$ cat src/rtl/mss_pkg.sv
// Package for the MIDI step sequencer: sizes, function and message codes,
// and the item, result and push structures used by the core, queue and top.
// No dependencies.
package mss_pkg;

    // Pattern length and derived widths
    localparam int NUM_STEPS  = 16;
    localparam int POS_W      = $clog2(NUM_STEPS);
    localparam int SIDX_W     = 5;
    localparam int SIDX_EXT_W = (POS_W > SIDX_W) ? POS_W : SIDX_W;
    localparam int POSITION_W = 4;
    localparam int POS_EXT_W  = (POS_W > POSITION_W) ? POS_W : POSITION_W;

    // Field widths
    localparam int FUNC_W   = 3;
    localparam int OFFSET_W = 8;
    localparam int NOTE_W   = 7;
    localparam int KIND_W   = 2;
    localparam int SUM_W    = OFFSET_W + 1;

    localparam logic [NOTE_W-1:0] NOTE_MAX   = 7'd127;
    localparam logic [NOTE_W-1:0] BASE_RESET = 7'd60;

    // Input function codes
    localparam logic [FUNC_W-1:0] FN_TICK  = 3'd0;
    localparam logic [FUNC_W-1:0] FN_PLAY  = 3'd1;
    localparam logic [FUNC_W-1:0] FN_STOP  = 3'd2;
    localparam logic [FUNC_W-1:0] FN_RESET = 3'd3;
    localparam logic [FUNC_W-1:0] FN_WRITE = 3'd4;

    // Result message kinds
    localparam logic [KIND_W-1:0] KIND_OFF  = 2'd0;
    localparam logic [KIND_W-1:0] KIND_ON   = 2'd1;
    localparam logic [KIND_W-1:0] KIND_MARK = 2'd2;

    // Result queue
    localparam int Q_DEPTH = 4;
    localparam int Q_AW    = $clog2(Q_DEPTH);
    localparam int Q_CW    = $clog2(Q_DEPTH + 1);

    typedef struct packed {
        logic [FUNC_W-1:0]          func;
        logic [SIDX_W-1:0]          step_index;
        logic signed [OFFSET_W-1:0] note_offset;
        logic                       gate_in;
    } t_item;

    typedef struct packed {
        logic [KIND_W-1:0]     msg_kind;
        logic [NOTE_W-1:0]     note;
        logic [POSITION_W-1:0] position;
        logic                  last_of_run;
    } t_result;

    // Results of one item handed from the core to the queue
    typedef struct packed {
        logic [1:0] count;
        t_result    res0;
        t_result    res1;
    } t_push;

endpackage

$ cat src/rtl/mss_ifs.sv
// Handshake interfaces of the MIDI step sequencer: input words, result
// words and the base-note configuration write. Depends on mss_pkg.
interface mss_in_if;
    logic                                         valid;
    logic                                         ready;
    logic [mss_pkg::FUNC_W-1:0]                   func;
    logic [mss_pkg::SIDX_W-1:0]                   step_index;
    logic signed [mss_pkg::OFFSET_W-1:0]          note_offset;
    logic                                         gate_in;

    modport source (output valid, func, step_index, note_offset, gate_in, input ready);
    modport sink   (input valid, func, step_index, note_offset, gate_in, output ready);
endinterface

interface mss_out_if;
    logic                              valid;
    logic                              ready;
    logic [mss_pkg::KIND_W-1:0]        msg_kind;
    logic [mss_pkg::NOTE_W-1:0]        note;
    logic [mss_pkg::POSITION_W-1:0]    position;
    logic                              last_of_run;

    modport source (output valid, msg_kind, note, position, last_of_run, input ready);
    modport sink   (input valid, msg_kind, note, position, last_of_run, output ready);
endinterface

interface mss_cfg_if;
    logic                          valid;
    logic                          ready;
    logic [mss_pkg::NOTE_W-1:0]    base_note;

    modport source (output valid, base_note, input ready);
    modport sink   (input valid, base_note, output ready);
endinterface

$ cat src/rtl/midi_step_sequencer.sv
// Top level of the MIDI step sequencer: core plus result queue.
// Depends on mss_pkg, mss_ifs, mss_core and mss_outq.
//
// Usage: i_item carries one command word (tick, play, stop, reset, pattern
// write) per valid/ready handshake. o_result carries note-off, note-on and
// step-marker words; last_of_run marks the final word caused by a command.
// i_cfg writes the base note and is always ready; write it only while idle.
// An accepted command is held in the core's input register until the
// result queue has room; its results then go into the queue, whose head
// word drives o_result. Throughput: one command per cycle when it gives no
// result and the queue has room; results leave at one word per cycle
// through the output port while the receiver is ready. The core fires when
// the four-word result queue has room for two words.
// Reset: stops playback, rewinds to step 15, clears the pattern and the
// sounding note, sets the base note to 60 and empties the queue.
// When the receiver stalls, the queue fills, the core holds its word and
// i_item.ready drops; nothing is lost.
module midi_step_sequencer (
    input  logic         i_clk,
    input  logic         i_rst_n,
    mss_in_if.sink       i_item,
    mss_cfg_if.sink      i_cfg,
    mss_out_if.source    o_result
);

    mss_pkg::t_push      push;
    logic                space;

    mss_core u_core (
        .i_clk   (i_clk),
        .i_rst_n (i_rst_n),
        .i_item  (i_item),
        .i_cfg   (i_cfg),
        .i_space (space),
        .o_push  (push)
    );

    mss_outq u_outq (
        .i_clk    (i_clk),
        .i_rst_n  (i_rst_n),
        .i_push   (push),
        .o_space  (space),
        .o_result (o_result)
    );

endmodule

$ cat src/rtl/mss_core.sv
// Sequencer core: input register, pattern store, playback state and the
// single-pass result logic. Depends on mss_pkg and mss_ifs.
module mss_core (
    input  logic                        i_clk,
    input  logic                        i_rst_n,
    mss_in_if.sink                      i_item,
    mss_cfg_if.sink                     i_cfg,
    input  logic                        i_space,
    output mss_pkg::t_push              o_push
);

    function automatic logic [mss_pkg::POSITION_W-1:0] rep_pos(
        input logic [mss_pkg::POS_W-1:0] pos
    );
        logic [mss_pkg::POS_EXT_W-1:0] ext;
        ext = mss_pkg::POS_EXT_W'(pos);
        return ext[mss_pkg::POSITION_W-1:0];
    endfunction

    logic                               r_in_valid;
    mss_pkg::t_item                     r_in;
    logic [mss_pkg::NOTE_W-1:0]         r_base;
    logic signed [mss_pkg::OFFSET_W-1:0] r_offs [mss_pkg::NUM_STEPS];
    logic                               r_gates [mss_pkg::NUM_STEPS];
    logic [mss_pkg::POS_W-1:0]          r_pos;
    logic [mss_pkg::NOTE_W-1:0]         r_snd;
    logic                               r_active;
    logic                               r_running;

    logic                               fire;
    logic                               do_adv;
    logic                               do_sil;
    logic                               do_stop;
    logic                               do_rewind;
    logic                               do_wr;
    logic [mss_pkg::POS_W:0]            pos_inc;
    logic [mss_pkg::POS_W-1:0]          adv_pos;
    logic signed [mss_pkg::SUM_W-1:0]   sum;
    logic [mss_pkg::NOTE_W-1:0]         clamped;
    logic [mss_pkg::SIDX_EXT_W-1:0]     sidx_ext;
    logic [mss_pkg::POS_W-1:0]          wr_idx;
    mss_pkg::t_result                   off_res;
    mss_pkg::t_result                   adv_res;
    mss_pkg::t_result                   mark_res;
    mss_pkg::t_push                     n_push;

    // Take a new word when none is held or the held one moves on
    assign fire          = r_in_valid && i_space;
    assign i_item.ready  = !r_in_valid || i_space;
    assign i_cfg.ready   = 1'b1;

    always_ff @(posedge i_clk) begin
        if (!i_rst_n) begin
            r_in_valid <= 1'b0;
        end else if (i_item.ready) begin
            r_in_valid <= i_item.valid;
        end
        if (i_item.valid && i_item.ready) begin
            r_in.func        <= i_item.func;
            r_in.step_index  <= i_item.step_index;
            r_in.note_offset <= i_item.note_offset;
            r_in.gate_in     <= i_item.gate_in;
        end
    end

    // Decode the held word
    always_comb begin
        do_adv    = 1'b0;
        do_sil    = 1'b0;
        do_stop   = 1'b0;
        do_rewind = 1'b0;
        do_wr     = 1'b0;
        unique case (r_in.func)
            mss_pkg::FN_TICK: begin
                do_adv = r_running;
                do_sil = r_running;
            end
            mss_pkg::FN_PLAY: begin
                do_adv = !r_running;
                do_sil = !r_running;
            end
            mss_pkg::FN_STOP: begin
                do_sil  = 1'b1;
                do_stop = 1'b1;
            end
            mss_pkg::FN_RESET: begin
                do_sil    = 1'b1;
                do_stop   = 1'b1;
                do_rewind = 1'b1;
            end
            mss_pkg::FN_WRITE: begin
                do_wr = 32'(r_in.step_index) < mss_pkg::NUM_STEPS;
            end
            default: begin
            end
        endcase
    end

    // Advance with wraparound and form the clamped note of the new step
    assign pos_inc  = {1'b0, r_pos} + (mss_pkg::POS_W + 1)'(1);
    assign adv_pos  = (pos_inc >= (mss_pkg::POS_W + 1)'(mss_pkg::NUM_STEPS))
                      ? '0 : pos_inc[mss_pkg::POS_W-1:0];
    assign sum      = $signed({2'b00, r_base}) + $signed({r_offs[adv_pos][mss_pkg::OFFSET_W-1],
                                                          r_offs[adv_pos]});
    assign sidx_ext = mss_pkg::SIDX_EXT_W'(r_in.step_index);
    assign wr_idx   = sidx_ext[mss_pkg::POS_W-1:0];

    always_comb begin
        if (sum < 0) begin
            clamped = '0;
        end else if (sum > $signed(mss_pkg::SUM_W'(mss_pkg::NOTE_MAX))) begin
            clamped = mss_pkg::NOTE_MAX;
        end else begin
            clamped = sum[mss_pkg::NOTE_W-1:0];
        end
    end

    // Build the candidate results
    always_comb begin
        off_res.msg_kind     = mss_pkg::KIND_OFF;
        off_res.note         = r_snd;
        off_res.position     = rep_pos(r_pos);
        off_res.last_of_run  = 1'b0;

        adv_res.msg_kind     = r_gates[adv_pos] ? mss_pkg::KIND_ON : mss_pkg::KIND_MARK;
        adv_res.note         = r_gates[adv_pos] ? clamped : '0;
        adv_res.position     = rep_pos(adv_pos);
        adv_res.last_of_run  = 1'b1;

        mark_res.msg_kind    = mss_pkg::KIND_MARK;
        mark_res.note        = '0;
        mark_res.position    = '0;
        mark_res.last_of_run = 1'b1;
    end

    // Order the results: note-off first, then the step result or the reset marker
    always_comb begin
        n_push.count = 2'd0;
        n_push.res0  = adv_res;
        n_push.res1  = adv_res;
        if (fire) begin
            if (do_sil && r_active) begin
                n_push.res0 = off_res;
                if (do_adv) begin
                    n_push.count = 2'd2;
                end else if (do_rewind) begin
                    n_push.count = 2'd2;
                    n_push.res1  = mark_res;
                end else begin
                    n_push.count            = 2'd1;
                    n_push.res0.last_of_run = 1'b1;
                end
            end else if (do_adv) begin
                n_push.count = 2'd1;
            end else if (do_rewind) begin
                n_push.count = 2'd1;
                n_push.res0  = mark_res;
            end
        end
    end

    assign o_push = n_push;

    // Update playback state, pattern and base note
    always_ff @(posedge i_clk) begin
        if (!i_rst_n) begin
            r_pos     <= mss_pkg::POS_W'(mss_pkg::NUM_STEPS - 1);
            r_snd     <= '0;
            r_active  <= 1'b0;
            r_running <= 1'b0;
            r_base    <= mss_pkg::BASE_RESET;
            for (int i = 0; i < mss_pkg::NUM_STEPS; i++) begin
                r_offs[i]  <= '0;
                r_gates[i] <= 1'b0;
            end
        end else begin
            if (i_cfg.valid) begin
                r_base <= i_cfg.base_note;
            end
            if (fire) begin
                if (do_sil) begin
                    r_active <= 1'b0;
                    r_snd    <= '0;
                end
                if (do_adv) begin
                    r_running <= 1'b1;
                    r_pos     <= adv_pos;
                    if (r_gates[adv_pos]) begin
                        r_active <= 1'b1;
                        r_snd    <= clamped;
                    end
                end
                if (do_stop) begin
                    r_running <= 1'b0;
                end
                if (do_rewind) begin
                    r_pos <= mss_pkg::POS_W'(mss_pkg::NUM_STEPS - 1);
                end
                if (do_wr) begin
                    r_offs[wr_idx]  <= r_in.note_offset;
                    r_gates[wr_idx] <= r_in.gate_in;
                end
            end
        end
    end

endmodule

$ cat src/rtl/mss_outq.sv
// Result queue: takes up to two result words a cycle from the core and
// hands them out one at a time. Depends on mss_pkg and mss_ifs.
module mss_outq (
    input  logic                  i_clk,
    input  logic                  i_rst_n,
    input  mss_pkg::t_push        i_push,
    output logic                  o_space,
    mss_out_if.source             o_result
);

    mss_pkg::t_result             r_mem [mss_pkg::Q_DEPTH];
    logic [mss_pkg::Q_AW-1:0]     r_head;
    logic [mss_pkg::Q_AW-1:0]     r_tail;
    logic [mss_pkg::Q_CW-1:0]     r_cnt;
    logic [mss_pkg::Q_CW-1:0]     n_cnt;
    logic                         pop;
    logic [mss_pkg::Q_AW-1:0]     tail_nx;

    assign pop     = o_result.valid && o_result.ready;
    assign tail_nx = r_tail + mss_pkg::Q_AW'(1);

    // Room for two words once this cycle's pop is done
    assign o_space = (r_cnt <= mss_pkg::Q_CW'(mss_pkg::Q_DEPTH - 2))
                     || ((r_cnt == mss_pkg::Q_CW'(mss_pkg::Q_DEPTH - 1)) && pop);

    assign n_cnt = r_cnt - mss_pkg::Q_CW'(pop) + mss_pkg::Q_CW'(i_push.count);

    // Drive the head word
    assign o_result.valid       = (r_cnt != '0);
    assign o_result.msg_kind    = r_mem[r_head].msg_kind;
    assign o_result.note        = r_mem[r_head].note;
    assign o_result.position    = r_mem[r_head].position;
    assign o_result.last_of_run = r_mem[r_head].last_of_run;

    // Hold the words
    always_ff @(posedge i_clk) begin
        if (i_push.count != 2'd0) begin
            r_mem[r_tail] <= i_push.res0;
        end
        if (i_push.count == 2'd2) begin
            r_mem[tail_nx] <= i_push.res1;
        end
    end

    // Advance pointers and count
    always_ff @(posedge i_clk) begin
        if (!i_rst_n) begin
            r_head <= '0;
            r_tail <= '0;
            r_cnt  <= '0;
        end else begin
            r_cnt  <= n_cnt;
            r_tail <= r_tail + mss_pkg::Q_AW'(i_push.count);
            if (pop) begin
                r_head <= r_head + mss_pkg::Q_AW'(1);
            end
        end
    end

endmodule

$ cat src/flat_wrapper.sv
// flat-port wrapper written by rule: the top's interface ports become plain ports
module midi_step_sequencer_flat 
  (i_clk, i_rst_n, i_item_valid, i_item_func, i_item_step_index, i_item_note_offset, i_item_gate_in, i_item_ready, i_cfg_valid, i_cfg_base_note, i_cfg_ready, o_result_valid, o_result_msg_kind, o_result_note, o_result_position, o_result_last_of_run, o_result_ready);
  mss_in_if i_item_i ();
  mss_cfg_if i_cfg_i ();
  mss_out_if o_result_i ();
  input  logic i_clk;
  input  logic i_rst_n;
  input wire logic [$bits(i_item_i.valid)-1:0] i_item_valid;
  input wire logic [$bits(i_item_i.func)-1:0] i_item_func;
  input wire logic [$bits(i_item_i.step_index)-1:0] i_item_step_index;
  input wire logic [$bits(i_item_i.note_offset)-1:0] i_item_note_offset;
  input wire logic [$bits(i_item_i.gate_in)-1:0] i_item_gate_in;
  output wire logic [$bits(i_item_i.ready)-1:0] i_item_ready;
  input wire logic [$bits(i_cfg_i.valid)-1:0] i_cfg_valid;
  input wire logic [$bits(i_cfg_i.base_note)-1:0] i_cfg_base_note;
  output wire logic [$bits(i_cfg_i.ready)-1:0] i_cfg_ready;
  output wire logic [$bits(o_result_i.valid)-1:0] o_result_valid;
  output wire logic [$bits(o_result_i.msg_kind)-1:0] o_result_msg_kind;
  output wire logic [$bits(o_result_i.note)-1:0] o_result_note;
  output wire logic [$bits(o_result_i.position)-1:0] o_result_position;
  output wire logic [$bits(o_result_i.last_of_run)-1:0] o_result_last_of_run;
  input wire logic [$bits(o_result_i.ready)-1:0] o_result_ready;
  assign i_item_i.valid = i_item_valid;
  assign i_item_i.func = i_item_func;
  assign i_item_i.step_index = i_item_step_index;
  assign i_item_i.note_offset = i_item_note_offset;
  assign i_item_i.gate_in = i_item_gate_in;
  assign i_item_ready = i_item_i.ready;
  assign i_cfg_i.valid = i_cfg_valid;
  assign i_cfg_i.base_note = i_cfg_base_note;
  assign i_cfg_ready = i_cfg_i.ready;
  assign o_result_valid = o_result_i.valid;
  assign o_result_msg_kind = o_result_i.msg_kind;
  assign o_result_note = o_result_i.note;
  assign o_result_position = o_result_i.position;
  assign o_result_last_of_run = o_result_i.last_of_run;
  assign o_result_i.ready = o_result_ready;
  midi_step_sequencer u_core (.i_clk(i_clk), .i_rst_n(i_rst_n), .i_item(i_item_i), .i_cfg(i_cfg_i), .o_result(o_result_i));
endmodule
$ cat config.mk
export PLATFORM = sky130hd
export DESIGN_NAME = midi_step_sequencer_flat
export DESIGN_NICKNAME = d
export VERILOG_FILES = /design/src/rtl/mss_pkg.sv /design/src/rtl/mss_ifs.sv /design/src/rtl/midi_step_sequencer.sv /design/src/rtl/mss_core.sv /design/src/rtl/mss_outq.sv /design/src/flat_wrapper.sv
export SDC_FILE = /design/constraint.sdc
export NUM_CORES = 1
export LEC_CHECK = 0
export ABC_AREA = 1
export ABC_CLOCK_PERIOD_IN_PS = 8400
export BUFFER_PORTS_ARGS = -buffer_cell sky130_fd_sc_hd__buf_2
export CORE_UTILIZATION = 30
export DETAILED_ROUTE_END_ITERATION = 8
export HOLD_SLACK_MARGIN = 0.08
export REMOVE_ABC_BUFFERS = 1
export SYNTH_ARGS = -nofsm -noshare
export SYNTH_HDL_FRONTEND = slang
export SYNTH_SLANG_ARGS = --single-unit
$ cat constraint.sdc
create_clock -name i_clk -period 8.4 [get_ports i_clk]
set_input_delay 1.68 -clock i_clk [delete_from_list [all_inputs] [get_ports i_clk]]
set_output_delay 1.68 -clock i_clk [all_outputs]
set_load 0.005 [all_outputs]
== Word level (Yosys, flattened, before mapping) ==
Memories as Yosys holds them, arrays and structs flattened. A register that Yosys moved wholly into a read port is not among the register bits.
Index checks and enable logic that the tools add are counted.

* Add/subtract/negate cells: 7
* $mul: 0
* Divide/modulo/power cells: 0
* $lt $le $gt $ge: 5
* Equality and inequality tests: 6
* Shift operators: 0
* Muxes and demuxes: 48
* Bitwise logic cells: 0
* Reduce and logical (&&, ||, !) cells: 19

{| class="wikitable"
|+ Operators by type and width
! operator !! number
|-
| 2-to-1 mux 14 bit || 3
|-
| 2-to-1 mux 7 bit || 6
|-
| 2-to-1 mux 15 bit || 2
|-
| 2-to-1 mux 30 bit || 1
|-
| 2-to-1 mux 1 bit || 21
|-
| 2-to-1 mux 4 bit || 5
|-
| 2-to-1 mux 16 bit || 1
|-
| 2-to-1 mux 2 bit || 6
|-
| adder 8 x 8 -> 9 bit || 1
|-
| equality test 3 x 2 -> 1 bit (second input constant) || 3
|-
| > comparator 9 x 8 -> 1 bit (second input constant) || 1
|-
| < comparator 9 x 1 -> 1 bit (second input constant) || 1
|-
| 2-to-1 mux 8 bit || 1
|-
| OR reduction 8 bit || 1
|-
| nonzero test 2 bit || 3
|-
| adder 4 x 1 -> 5 bit (second input constant) || 1
|-
| greater-or-equal comparator 5 bit (second input constant) || 1
|-
| logical AND 1 bit || 5
|-
| < comparator 5 bit (second input constant) || 1
|-
| adder 2 x 1 -> 2 bit (second input constant) || 2
|-
| AND reduction 2 bit || 2
|-
| adder 3 x 2 -> 3 bit || 1
|-
| equality test 3 x 1 -> 1 bit (second input constant) || 1
|-
| equality test 3 bit (second input constant) || 1
|-
| 12 further kinds || 14
|}

* Bits in registers: 45
* Latch bits: 0
* Memory bits (writable): 200
* Bits in read-only memories: 0
* Input bits: 29
* Output and inout port bits: 17
* Memories: 3

{| class="wikitable"
|+ Memories
! memory !! depth !! width !! rd ports !! clocked after memory_dff !! write ports !! RTL line !! source
|-
| u_core.u_core.r_offs || 16 || 8 || 1 || 0 || 16 || mss_core.sv:23 || <nowiki>logic signed [mss_pkg::OFFSET_W-1:0] r_offs [mss_pkg::NUM_STEPS];</nowiki>
|-
| u_core.u_outq.r_mem || 4 || 14 || 1 || 1 || 2 || mss_outq.sv:11 || <nowiki>mss_pkg::t_result r_mem [mss_pkg::Q_DEPTH];</nowiki>
|-
| u_core.u_core.r_gates || 16 || 1 || 1 || 0 || 16 || mss_core.sv:24 || <nowiki>logic r_gates [mss_pkg::NUM_STEPS];</nowiki>
|}

== Depth between registers and ports, before layout ==
Gate-level depths: netlist of the first run.
An unclocked memory read counts as a cell.

* Depth after elaboration: 16
* Gate-level depth with buffers: 25
* Gate-level depth less buffers: 22

== Cells and area by module ==
Synthesis of the first run repeated with hierarchy kept, for this count alone.

* Cells, all modules: 1270
* Area, all modules: 11939.0 um2

{| class="wikitable"
|+ Modules (own cells, without submodules)
! module !! instances !! cells each !! area each (um2)
|-
| mss_core || 1 || 928 || 8603.3
|-
| mss_outq || 1 || 342 || 3335.7
|}

== Worst setup path before layout of the first run ==
No wires, ideal clock.

* Path kind: reg-to-reg
* From: register u_core.u_core.r_pos[1] (netlist name)
* To: memory u_core.u_outq.r_mem[0][10] (netlist name), data pin
* Library setup time: 253 ps
* Data arrival time: 3473 ps
* Required time: 8147 ps
* Path slack: 4674 ps
* Cell stages (with the launch flop): 25
* Period minus slack after synthesis: 3726 ps
* Cells stage by stage: dfxtp_1 -> ha_1 -> nand3_4 -> nand2_2 -> buf_4 -> buf_2 -> buf_1 -> nand3_1 -> nand3_1 -> o211ai_1 -> nand2_1 -> inv_1 -> ha_1 -> fa_1 -> nand3_1 -> nand2_1 -> a21oi_1 -> o21bai_1 -> a21oi_1 -> nand2_1 -> buf_4 -> nand2_1 -> inv_1 -> nand3_1 -> nand2_1

{| class="wikitable"
|+ RTL lines
! what !! RTL line !! source
|-
| start: declaration || mss_core.sv:25 || <nowiki>logic [mss_pkg::POS_W-1:0] r_pos;</nowiki>
|-
| start signal: assignment || mss_core.sv:167 || <nowiki>r_pos <= mss_pkg::POS_W'(mss_pkg::NUM_STEPS - 1);</nowiki>
|-
| start signal: assignment || mss_core.sv:187 || <nowiki>r_pos <= adv_pos;</nowiki>
|-
| start signal: assignment || mss_core.sv:197 || <nowiki>r_pos <= mss_pkg::POS_W'(mss_pkg::NUM_STEPS - 1);</nowiki>
|-
| end: declaration || mss_outq.sv:11 ||
|}

==> flow_metrics.py, run 1 <==
metrics = {
    "route": {
        "drtAntennaViolNets": 0,
        "route.met3.wl_um": 2130,
        "highest_layer": "met4",
        "avgViaCountPerCell": 5.07,
        "wl_met1_um": 14100,
        "finalWirelength_um": 31100,
        "wl_met2_um": 13900,
        "drt-initial-drc-count": 923,
        "dr_total_vias": 9124,
        "drc": 0,
        "wl_per_cell_um": 17.3,
        "drt_pass1_iterations": 5,
    },
    "worst_hold_path": {
        "holdCritPathClass": "reg2reg",
        "hold_path_depth": 2,
        "hold_end": "u_core.u_outq.r_head[1]",
        "hold_start": "u_core.u_outq.r_head[1]",
    },
    "cts": {
        "cts-root-buf": "clkbuf_16",
        "clkSinkCount": 247,
        "cts_made_buffers": 27,
        "ctsHoldBuffers": 0,
        "clkTransAtPathRegs_ps": 60,
        "cts_max_path_buffers": 3,
        "htreeDepth": 1,
        "cts_resized": 0,
        "clk_latency_ps": 550,
        "cts_post_setup_buffers_inserted": 0,
        "cts_tree": "yes",
    },
    "power_and_ir_drop": {
        "p_per_area_mw_per_mm2": 238,
        "p_leak_nw": 5.22,
        "ir_drop_uv": 151,
    },
    "floorplan": {
        "die_y_um": 199,
        "start_util_pct": 30.7,
        "io_pins": 46,
        "num_rows": 71,
        "coreArea_mm2": 0.0380,
        "die_x_um": 199,
        "die_area_mm2": 0.0397,
    },
    "grt": {
        "grtUsageTotal_pct": 15.7,
        "grt_overflow": 0,
        "grt_pass1_vias": 8530,
        "grt_pass1_wl_um": 48200,
        "grt_start_max_net_pins": 71,
        "antenna_found_initial": 0,
    },
    "timing": {
        "slew_headroom_pct": 27.7,
        "hold_viol_final": 0,
        "tightest_slew_ps": 1080,
        "fin_crit_sh_pct": 60.2,
        "maxSlewViolCount": 0,
        "finClkSkew_ps": 18.4,
        "holdWs_ps": 461,
        "setup_viol": 0,
        "rsz0062_at_grt": "false",
        "min_period_ps": 5060,
        "max_freq_mhz": 198,
        "tns_ps": 0,
    },
    "final_layout": {
        "nNetsFinal": 1312,
        "syn_to_final_growth_pct": 12.2,
        "drive_gt1_share_pct": 8.93,
        "post-route-util_pct": 34.5,
        "fillers": 3921,
        "diodes": 0,
    },
    "run_status": {
        "status": "completed",
    },
    "critical_path": {
        "path_class": "reg2reg",
        "crit_required_ps": 8700,
        "r2r-start": "u_core.u_core.r_pos[1]",
        "cp-end-kind": "register",
        "reg2reg_depth": 22,
        "r2r-end": "u_core.u_outq.r_mem[0][10]",
        "critPathMaxFanout": 70,
        "arrival_ps": 5360,
        "start_kind": "register",
        "r2r_slack_ps": 3340,
    },
    "placement": {
        "port_buffers": 44,
        "dp_hpwl_um": 20200,
        "gp_congestion": 0.835,
    },
    "yosys": {
        "synthFlopType": "edfxtp_1",
        "synth_top_area_cell": "edfxtp_1",
        "async_flop_share_pct": 0,
        "seq_area_frac_synth_pct": 59.2,
        "synth_area_leaders": "edfxtp_1, nand2_1, dfxtp_1, nor2_1, nand3_1",
        "syn_area_per_cell_um2": 9.30,
        "ys_types": 41,
        "synth_area_mm2": 0.0117,
        "yosys_warnings": 0,
        "ys_ff_latch": 247,
        "synth_edf_count": 197,
        "synth_top_area_share_pct": 50.7,
        "syn_inst": 1255,
    },
    "flow_run": {
        "drv_cap": 0,
    },
}
## state kept, by name, summed over array words and instances, names as in the netlist, named ones only
register / flops
u_core.u_outq.r_tail: 2
u_core.u_core.sidx_ext: 5
u_core.u_core.r_snd: 7
u_core.u_outq.r_cnt: 3
u_core.u_outq.r_head: 2
u_core.u_core.r_gates: 16
u_core.u_outq.r_mem: 56
u_core.u_core.r_active: 1
u_core.u_core.r_offs: 128
u_core.u_core.r_in_valid: 1
u_core.u_core.r_in: 12
u_core.u_core.r_pos: 4
u_core.u_core.r_running: 1
u_core.u_core.r_base: 7
## synthesized netlist by cell type (2+ instances only)
master	count
a32o_1	7
buf_1	4
o211ai_1	10
o21bai_1	2
o21ai_1	3
nor2_4	2
o21ai_2	6
a221oi_1	12
ha_1	14
nor2_2	6
xor2_1	3
nand2_1	269
inv_1	92
a21oi_1	36
buf_6	3
o311ai_0	6
nand4_1	7
fa_1	2
edfxtp_1	197
a32oi_1	2
inv_2	3
o22ai_1	51
dfxtp_1	50
nand3b_1	4
nand2_2	7
xnor2_1	5
clkbuf_1	47
buf_2	8
nor2_1	206
nor3_1	2
o21ai_0	73
nand3_1	102
clkinv_1	3
buf_4	4
## final cells by class
type | count | area, um^2 | share of cell area (%)
Sequential cell | 247 | 6920 | 52.8
Multi-Input combinational cell | 844 | 4100 | 31.3
Clock buffer | 40 | 764 | 5.84
Tap cell | 511 | 639 | 4.88
Inverter | 98 | 368 | 2.81
Timing Repair Buffer | 49 | 258 | 1.97
Clock inverter | 10 | 53.8 | 0.411
## power breakdown
group          switching [mW]  internal, mW  total, mW
clock network           0.477         0.628       1.11
registers              0.0269          1.37       1.39
logic                   0.444         0.182      0.626
## placed cells by master (no fill, tap or decap), drive strengths merged, types with 40 or more instances in the layout
| cell | netlist | final |
|---|---|---|
| dfxtp | 50 | 50 |
| clkbuf | 47 | 40 |
| nor2 | 214 | 214 |
| inv | 95 | 97 |
| o22ai | 51 | 51 |
| edfxtp | 197 | 197 |
| o21ai | 82 | 82 |
| buf | 19 | 49 |
| nand3 | 103 | 103 |
| nand2 | 277 | 277 |
## cell families (layout without fill, tap and decap cells)
logic type	Yosys count	count (layout)	share of synthesized area (%)
compound gates	210	210	11.0
xor+xnor	8	8	0.600
fa+ha+maj	16	16	1.84
buf+inv	164	197	5.68
flops	247	247	59.2
other cells	1	1	0.0321
simple gates	609	609	21.6
## critical path, stage by stage (launching register included)
cell and delay [ps]:
dfxtp_1 380, ha_1 260, nand3_4 170, nand2_4 580
inv_2 500, o21ai_0 290, o22ai_1 100, nand2_1 70
o311ai_0 160, nand2_1 110, inv_1 40, ha_1 230
fa_1 440, nand3_1 100, nand2_1 80, a21oi_1 140
o21bai_1 100, a21oi_1 150, nand2_1 330, nand2_1 270
inv_1 110, nand3_1 80, nand2_1 60
## layer usage
metal  track usage (%)  vias to the layer above
li1                  -                     4341
met1              22.5                     4384
met2              24.6                      345
met3              1.86                       54
met4              4.81                        0
met5                 0                        -
## worst max-delay path by stage
stage / cells past startpoint / from / end
floorplan: 21 / u_core.u_core.r_pos[0] / u_core.u_outq.r_mem[0][10]
global placement: 22 / u_core.u_core.r_pos[1] / u_core.u_outq.r_mem[0][10]
detailed placement: 22 / u_core.u_core.r_pos[1] / u_core.u_outq.r_mem[2][8]
CTS: 22 / u_core.u_core.r_pos[1] / u_core.u_outq.r_mem[2][8]
global route: 22 / u_core.u_core.r_pos[1] / u_core.u_outq.r_mem[2][8]
finish: 22 / u_core.u_core.r_pos[1] / u_core.u_outq.r_mem[0][10]
## through the flow
| stage | setup WS, ps | area, um^2 | cells | power (mW) |
|---|---|---|---|---|
| after CTS | 3390 | 13100 | 1799 | 3.14 |
| final | 3340 | 13100 | 1799 | 3.12 |
| after floorplan | 3840 | 11400 | 1189 | 1.82 |
| after global placement | 3560 | 12300 | 1749 | 2.03 |
| after global routing | 2810 | 13100 | 1799 | 3.27 |
| after detailed placement | 3400 | 12300 | 1749 | 2.04 |
No activity file was read; power rests on OpenSTA's default activity.
==> run 2, diff against run 1 <==
Settings changed: ABC_AREA 1 to 0, ABC_CLOCK_PERIOD_IN_PS 8400 to 4100.
Clock period 8.4 ns to 4.1 ns, I/O delays scaled along.
==> run 2 against run 1 <==
- count of clock-buffer cells in the layout shrank 9
- setup slack lost 3200 ps
- highest routed layer unchanged
- clock power grew 120%
==> flow_metrics.py, run 2 <==
metrics = {
    "final_layout": {
        "nNetsFinal": 1088,
        "final_cell_mix": "edfxtp_1, and2_1, nand2_1",
        "drive_gt1_share_pct": 24.1,
        "largest_reg_flops": 128,
        "final_common_cell": "edfxtp_1",
        "syn_to_final_growth_pct": 19.4,
        "fillers": 3778,
        "area.sequential_mm2": 0.00692,
        "multi_input_area_mm2": 0.00473,
        "diodes": 0,
        "regMostFlops": "u_core.u_core.r_offs",
        "design_area_mm2": 0.0141,
        "reg_top3": "u_core.u_core.r_offs (128), u_core.u_outq.r_mem (56), u_core.u_core.r_gates (16)",
    },
    "placement": {
        "dp_hpwl_um": 20700,
        "gp_congestion": 0.856,
        "port_buffers": 44,
        "place_area_mm2": 0.0130,
    },
    "grt": {
        "grt_pass1_wl_um": 46000,
        "grtUsageTotal_pct": 14.8,
        "grt_start_max_net_pins": 41,
        "grt_pass1_vias": 7726,
        "grt_overflow": 0,
        "antenna_found_initial": 0,
    },
    "cts": {
        "clkTransAtPathRegs_ps": 60,
        "cts_tree": "yes",
        "cts_max_path_buffers": 3,
        "clkSinkCount": 247,
        "clk_latency_ps": 540,
        "cts_made_buffers": 27,
        "cts-root-buf": "clkbuf_16",
        "htreeDepth": 1,
    },
    "worst_hold_path": {
        "hold_path_depth": 2,
        "holdCritPathClass": "reg2reg",
        "hold_end": "u_core.u_core.r_snd[4]",
        "hold_start": "u_core.u_core.r_snd[4]",
    },
    "floorplan": {
        "die_area_mm2": 0.0401,
        "num_rows": 72,
        "die_y_um": 200,
        "start_util_pct": 30.4,
        "io_pins": 46,
        "coreArea_mm2": 0.0387,
        "die_x_um": 200,
    },
    "flow_run": {
        "drv_cap": 0,
    },
    "critical_path": {
        "cp-end-kind": "register",
        "crit_required_ps": 4380,
        "reg2reg_depth": 17,
        "start_kind": "register",
        "crit_path_start": "u_core.u_core.r_pos[0]",
        "r2r-end": "u_core.u_outq.r_mem[0][11]",
        "r2r-start": "u_core.u_core.r_pos[0]",
        "critPathMaxFanout": 16,
        "path_class": "reg2reg",
        "r2r_slack_ps": 90,
        "arrival_ps": 4290,
    },
    "route": {
        "drc": 0,
        "wl_per_cell_um": 19.1,
        "drt_pass1_iterations": 8,
        "drtAntennaViolNets": 0,
        "finalWirelength_um": 30200,
        "dr_total_vias": 7834,
        "avgViaCountPerCell": 4.96,
        "drt-initial-drc-count": 680,
    },
    "yosys": {
        "synth_fa_ha_area_share_pct": 1.83,
        "ys_ff_latch": 247,
        "seq_area_frac_synth_pct": 58.7,
        "syn_inst": 940,
        "synth_xor_area_share_pct": 1.67,
        "synth_simple_gate_area_share_pct": 16.0,
        "synthFlopType": "edfxtp_1",
        "synth_edf_count": 197,
        "syn_area_per_cell_um2": 12.5,
        "synth_top_cells_by_count": "edfxtp_1, and2_1, nand2_1",
        "ys_types": 71,
        "synth_compound_area_share_pct": 10.8,
        "yosys_warnings": 0,
        "synth_area_leaders": "edfxtp_1, dfxtp_1, and2_1, mux4_2, nand2_1",
        "synth_top_area_cell": "edfxtp_1",
        "synth_area_mm2": 0.0118,
        "async_flop_share_pct": 0,
        "synth_top_family_by_area": "simple AND/OR/NAND/NOR gates",
        "synth_most_common_cell": "edfxtp_1",
        "muxShareOfSynthArea_pct": 8.56,
        "synth_top_area_share_pct": 50.2,
    },
    "power_and_ir_drop": {
        "p_leak_nw": 4.92,
        "p_per_area_mw_per_mm2": 470,
        "ir_drop_uv": 297,
        "finalPower_mw": 6.61,
    },
    "timing": {
        "setup_viol": 0,
        "finClkSkew_ps": 12.5,
        "fin_crit_sh_pct": 97.7,
        "tightest_slew_ps": 978,
        "slew_headroom_pct": 34.7,
        "maxSlewViolCount": 0,
        "min_period_ps": 4010,
        "max_freq_mhz": 250,
        "hold_viol_final": 0,
    },
    "run_status": {
        "status": "completed",
    },
}
==> run 2: cell types whose count changed in the layout (fill, tap and decap cells not counted), sizes merged, moves of 10 or more <==
cell,previous run,this run
a21oi,36,54
a211oi,0,10
o21ai,82,45
nor2,214,48
nand3,103,11
buf,49,127
mux4,0,36
and2,0,141
inv,97,10
a221oi,12,1
mux2i,0,16
nor2b,0,11
nand2,277,103
==> run 2: cell families (layout without fill, tap and decap cells) <==
group / after synthesis / count (layout)
and+or+nand+nor: 349 / 349
DFF: 247 / 247
AOI/OAI and AO/OA: 196 / 196
buffers and inverters: 61 / 184
muxes: 54 / 54
adders and majority gates: 16 / 16
xor gates and xnor gates: 16 / 16
other: 1 / 1
==> run 2: worst max path at each step <==
stage                     slack [ps]                    endpoint
after floorplan                -1080   u_core.u_outq.r_mem[0][5]
after global placement           -50   u_core.u_outq.r_mem[1][9]
after detailed placement        -160   u_core.u_outq.r_mem[0][6]
after CTS                         30   u_core.u_outq.r_mem[0][6]
after global routing             -50   u_core.u_outq.r_mem[3][7]
final                             90  u_core.u_outq.r_mem[0][11]
==> run 2: metrics by stage <==
| step | setup TNS [ps] | utilization, % | hold slack [ps] | instances | setup WS (ps) |
|---|---|---|---|---|---|
| floorplan | -36440 | - | 429 | 887 | -1080 |
| global placement | -1010 | 33.6 | 437 | 1524 | -49.7 |
| detailed placement | -4590 | 33.6 | 443 | 1524 | -165 |
| CTS | 0 | 36.0 | 428 | 1576 | 30.8 |
| global route | -906 | 36.3 | 434 | 1581 | -49.3 |
| finish | 0 | 36.3 | 450 | 1581 | 95.0 |
==> run 2: final cells by class <==
class / count / share of cell area [%]
flip-flops and latches: 247 / 49.2
multi-input cells: 632 / 33.6
repair buffers: 127 / 6.31
inverters: 8 / 0.213
clock buffers: 31 / 5.05
well taps: 518 / 4.61
clock inverters: 18 / 1.08
==> run 2: power breakdown <==
part           total, mW  internal (mW)  switching [mW]
Combinational       1.27          0.608           0.663
Sequential          2.95           2.80           0.146
Clock               2.39           1.37            1.02
==> run 2: repair_timing <==
item | CTS | global route
pin swaps | 2 | 3
resized for setup | 16 | 17
setup endpoints to repair | 35 | 35
hold buffers | 0 | 0
buffers inserted | 3 | 5
endpoints found under the hold margin | 0 | 0
gates cloned | 0 | 0
==> run 2: worst max-delay path, stage by stage (launching register included) <==
cell	delay (ps)
dfxtp_1	320
ha_2	200
buf_6	140
a31oi_4	310
buf_4	180
buf_12	140
mux4_1	600
a211oi_2	270
buf_4	150
a21oi_2	40
ha_1	220
a211o_1	290
a21o_1	180
buf_4	140
xor2_1	130
o2bb2ai_1	180
buf_4	170
o22ai_1	70
==> run 2: per-layer routing <==
metal	vias up	GRT usage, %	routed length (um)
met5	-	0	0
met4	0	4.42	830
met3	53	1.77	1250
met2	208	24.8	14700
met1	3887	19.9	13300
li1	3686	-	-
==> run 3, diff against run 2 <==
--- a/config.mk
+++ b/config.mk
@@ -11,2 +11,3 @@
 export CORE_UTILIZATION = 30
+export CTS_BUF_LIST = sky130_fd_sc_hd__clkbuf_2 sky130_fd_sc_hd__clkbuf_4 sky130_fd_sc_hd__clkbuf_8
 export DETAILED_ROUTE_END_ITERATION = 8
--- a/constraint.sdc
+++ b/constraint.sdc
@@ -3,2 +3,2 @@
 set_output_delay 0.82 -clock i_clk [all_outputs]
-set_load 0.005 [all_outputs]
+set_load 0.05 [all_outputs]
==> run 3 against run 2 <==
- sequential share of layout area about the same
- first-iteration DRC count is 13% lower
- critical path depth unchanged
- non-clock buffer count is 1 higher
- final area about the same
- worst hold slack lost 0.51 ps
- sequential power about the same
- clock power fell by 9.2%
- core utilization about the same
- flip-flop and latch count is the same
- highest routed layer unchanged
==> flow_metrics.py, run 3 (same netlist as run 2, synthesis figures left out) <==
metrics = {
    "final_layout": {
        "design_area_mm2": 0.0141,
        "final_common_cell": "edfxtp_1",
        "nNetsFinal": 1103,
        "final_cell_mix": "edfxtp_1, and2_1, nand2_1",
        "diodes": 0,
        "final_cells": 1606,
        "reg_top3": "u_core.u_core.r_offs (128), u_core.u_outq.r_mem (56), u_core.u_core.r_gates (16)",
        "drive_gt1_share_pct": 26.2,
        "largest_reg_flops": 128,
        "syn_to_final_growth_pct": 19.4,
        "regMostFlops": "u_core.u_core.r_offs",
    },
    "timing": {
        "slew_headroom_pct": 35.1,
        "min_period_ps": 3990,
        "tightest_slew_ps": 972,
        "setup_viol": 0,
        "maxSlewViolCount": 0,
        "finClkSkew_ps": 28.3,
        "max_freq_mhz": 251,
        "holdWs_ps": 449,
        "tns_ps": 0,
        "hold_viol_final": 0,
        "fin_crit_sh_pct": 97.2,
    },
    "route": {
        "avgViaCountPerCell": 4.91,
        "drtAntennaViolNets": 0,
        "drc": 0,
        "drt_pass1_iterations": 7,
        "finalWirelength_um": 30100,
        "dr_total_vias": 7893,
        "wl_per_cell_um": 18.7,
        "drt-initial-drc-count": 593,
    },
    "power_and_ir_drop": {
        "p_comb_share_pct": 22.1,
        "p_sw_share_pct": 29.9,
        "p_leak_nw": 4.96,
        "power.internal_mw": 4.61,
        "p_switching_mw": 1.97,
        "p_per_area_mw_per_mm2": 467,
        "finalPower_mw": 6.58,
        "clock_power_share_pct": 33.0,
        "ir_drop_uv": 257,
        "seq_power_share_pct": 44.8,
    },
    "floorplan": {
        "io_pins": 46,
        "die_area_mm2": 0.0401,
        "start_util_pct": 30.4,
        "num_rows": 72,
        "die_y_um": 200,
        "coreArea_mm2": 0.0387,
        "die_x_um": 200,
    },
    "placement": {
        "dp_hpwl_um": 20700,
        "place_area_mm2": 0.0130,
        "port_buffers": 44,
        "gp_congestion": 0.856,
        "numPlacedInstances": 1524,
    },
    "critical_path": {
        "start_kind": "register",
        "crit_required_ps": 4370,
        "critPathMaxFanout": 16,
        "path_class": "reg2reg",
        "arrival_ps": 4260,
        "cp-end-kind": "register",
    },
    "cts": {
        "ctsHoldBuffers": 0,
        "clkTransAtPathRegs_ps": 60,
        "clk_latency_ps": 550,
        "cts_max_path_buffers": 3,
        "clkSinkCount": 247,
        "cts_made_buffers": 41,
        "cts_tree": "yes",
        "cts-root-buf": "clkbuf_8",
        "htreeDepth": 2,
    },
    "grt": {
        "grt_pass1_wl_um": 46200,
        "grt_pass1_vias": 7814,
        "grt_overflow": 0,
        "grtUsageTotal_pct": 14.9,
        "antenna_found_initial": 0,
        "grt_start_max_net_pins": 41,
    },
    "worst_hold_path": {
        "holdCritPathClass": "in2reg",
    },
    "run_status": {
        "status": "completed",
    },
    "flow_run": {
        "drv_cap": 0,
    },
}
[run 3: cell types whose count changed in the layout (fill, tap and decap cells not counted), moves of 4 or more]
cell,change
buf_4,-4
buf_6,+5
clkbuf_16,-27
clkbuf_4,+14
clkbuf_8,+47
clkinv_2,-4
[run 3: worst paths after layout]
path | from | endpoint | slack (ps) | cells past startpoint
setup / recovery | u_core.u_core.r_pos[0] | u_core.u_outq.r_mem[0][11] | 110 | 17
hold / removal | i_item_step_index[2] | u_core.u_core.sidx_ext[2] | 450 | 1
setup reg to reg | u_core.u_core.r_pos[0] | u_core.u_outq.r_mem[0][11] | 110 | 17
hold reg to reg | u_core.u_core.r_snd[4] | u_core.u_core.r_snd[4] | 450 | 2
[run 3: power groups by stage]
stage,Sequential (mW),Combinational (mW),Clock (mW)
2_1_floorplan,2.95,0.963,0
3_3_place_gp,3.00,1.37,0
3_5_place_dp,3.01,1.39,0
4_1_cts,2.95,1.42,2.22
5_1_grt,2.97,1.57,2.34
6_report,2.95,1.46,2.17
[run 3: cell type report]
| class | count | area (um^2) |
|---|---|---|
| repair buffers | 128 | 915 |
| clock buffers | 63 | 779 |
| flip-flops and latches | 247 | 6920 |
| multi-input cells | 632 | 4740 |
| inverters | 8 | 30.0 |
| fillers | 3801 | 24700 |
| clock inverters | 10 | 43.8 |
| well taps | 518 | 648 |
[run 3: layer usage]
layer | up-vias | global-route usage [%] | share of wire [%]
li1 | 3725 | - | -
met1 | 3872 | 19.8 | 43
met3 | 59 | 2.15 | 5.1
met5 | - | 0 | 0
met2 | 237 | 25.2 | 50
met4 | 0 | 4.04 | 2.1
[run 3: worst max-delay path, stage by stage (launching register included)]
cell and delay [ps]:
dfxtp_2 320, ha_2 200, buf_6 140, a31oi_4 320, buf_4 190, buf_12 140
mux4_1 580, a211oi_2 250, buf_4 150, a21oi_2 40, ha_1 230, a211o_1 290
a21o_1 180, buf_4 140, xor2_1 130, o2bb2ai_1 180, buf_4 170, o22ai_1 70
[run 3: stage by stage]
stage | setup slack, ps | util (%)
floorplan | -1080 | -
global placement | -49.7 | 33.6
detailed placement | -165 | 33.6
CTS | 28.7 | 35.9
global route | -27.0 | 36.3
finish | 113 | 36.3
[run 3: what timing repair did]
action / 4_1_cts / 5_1_grt
endpoints found under the setup margin: 35 / 35
resized for setup: 15 / 28
pin swaps: 2 / 9
setup buffers: 4 / 5
endpoints found under the hold margin: 0 / 0
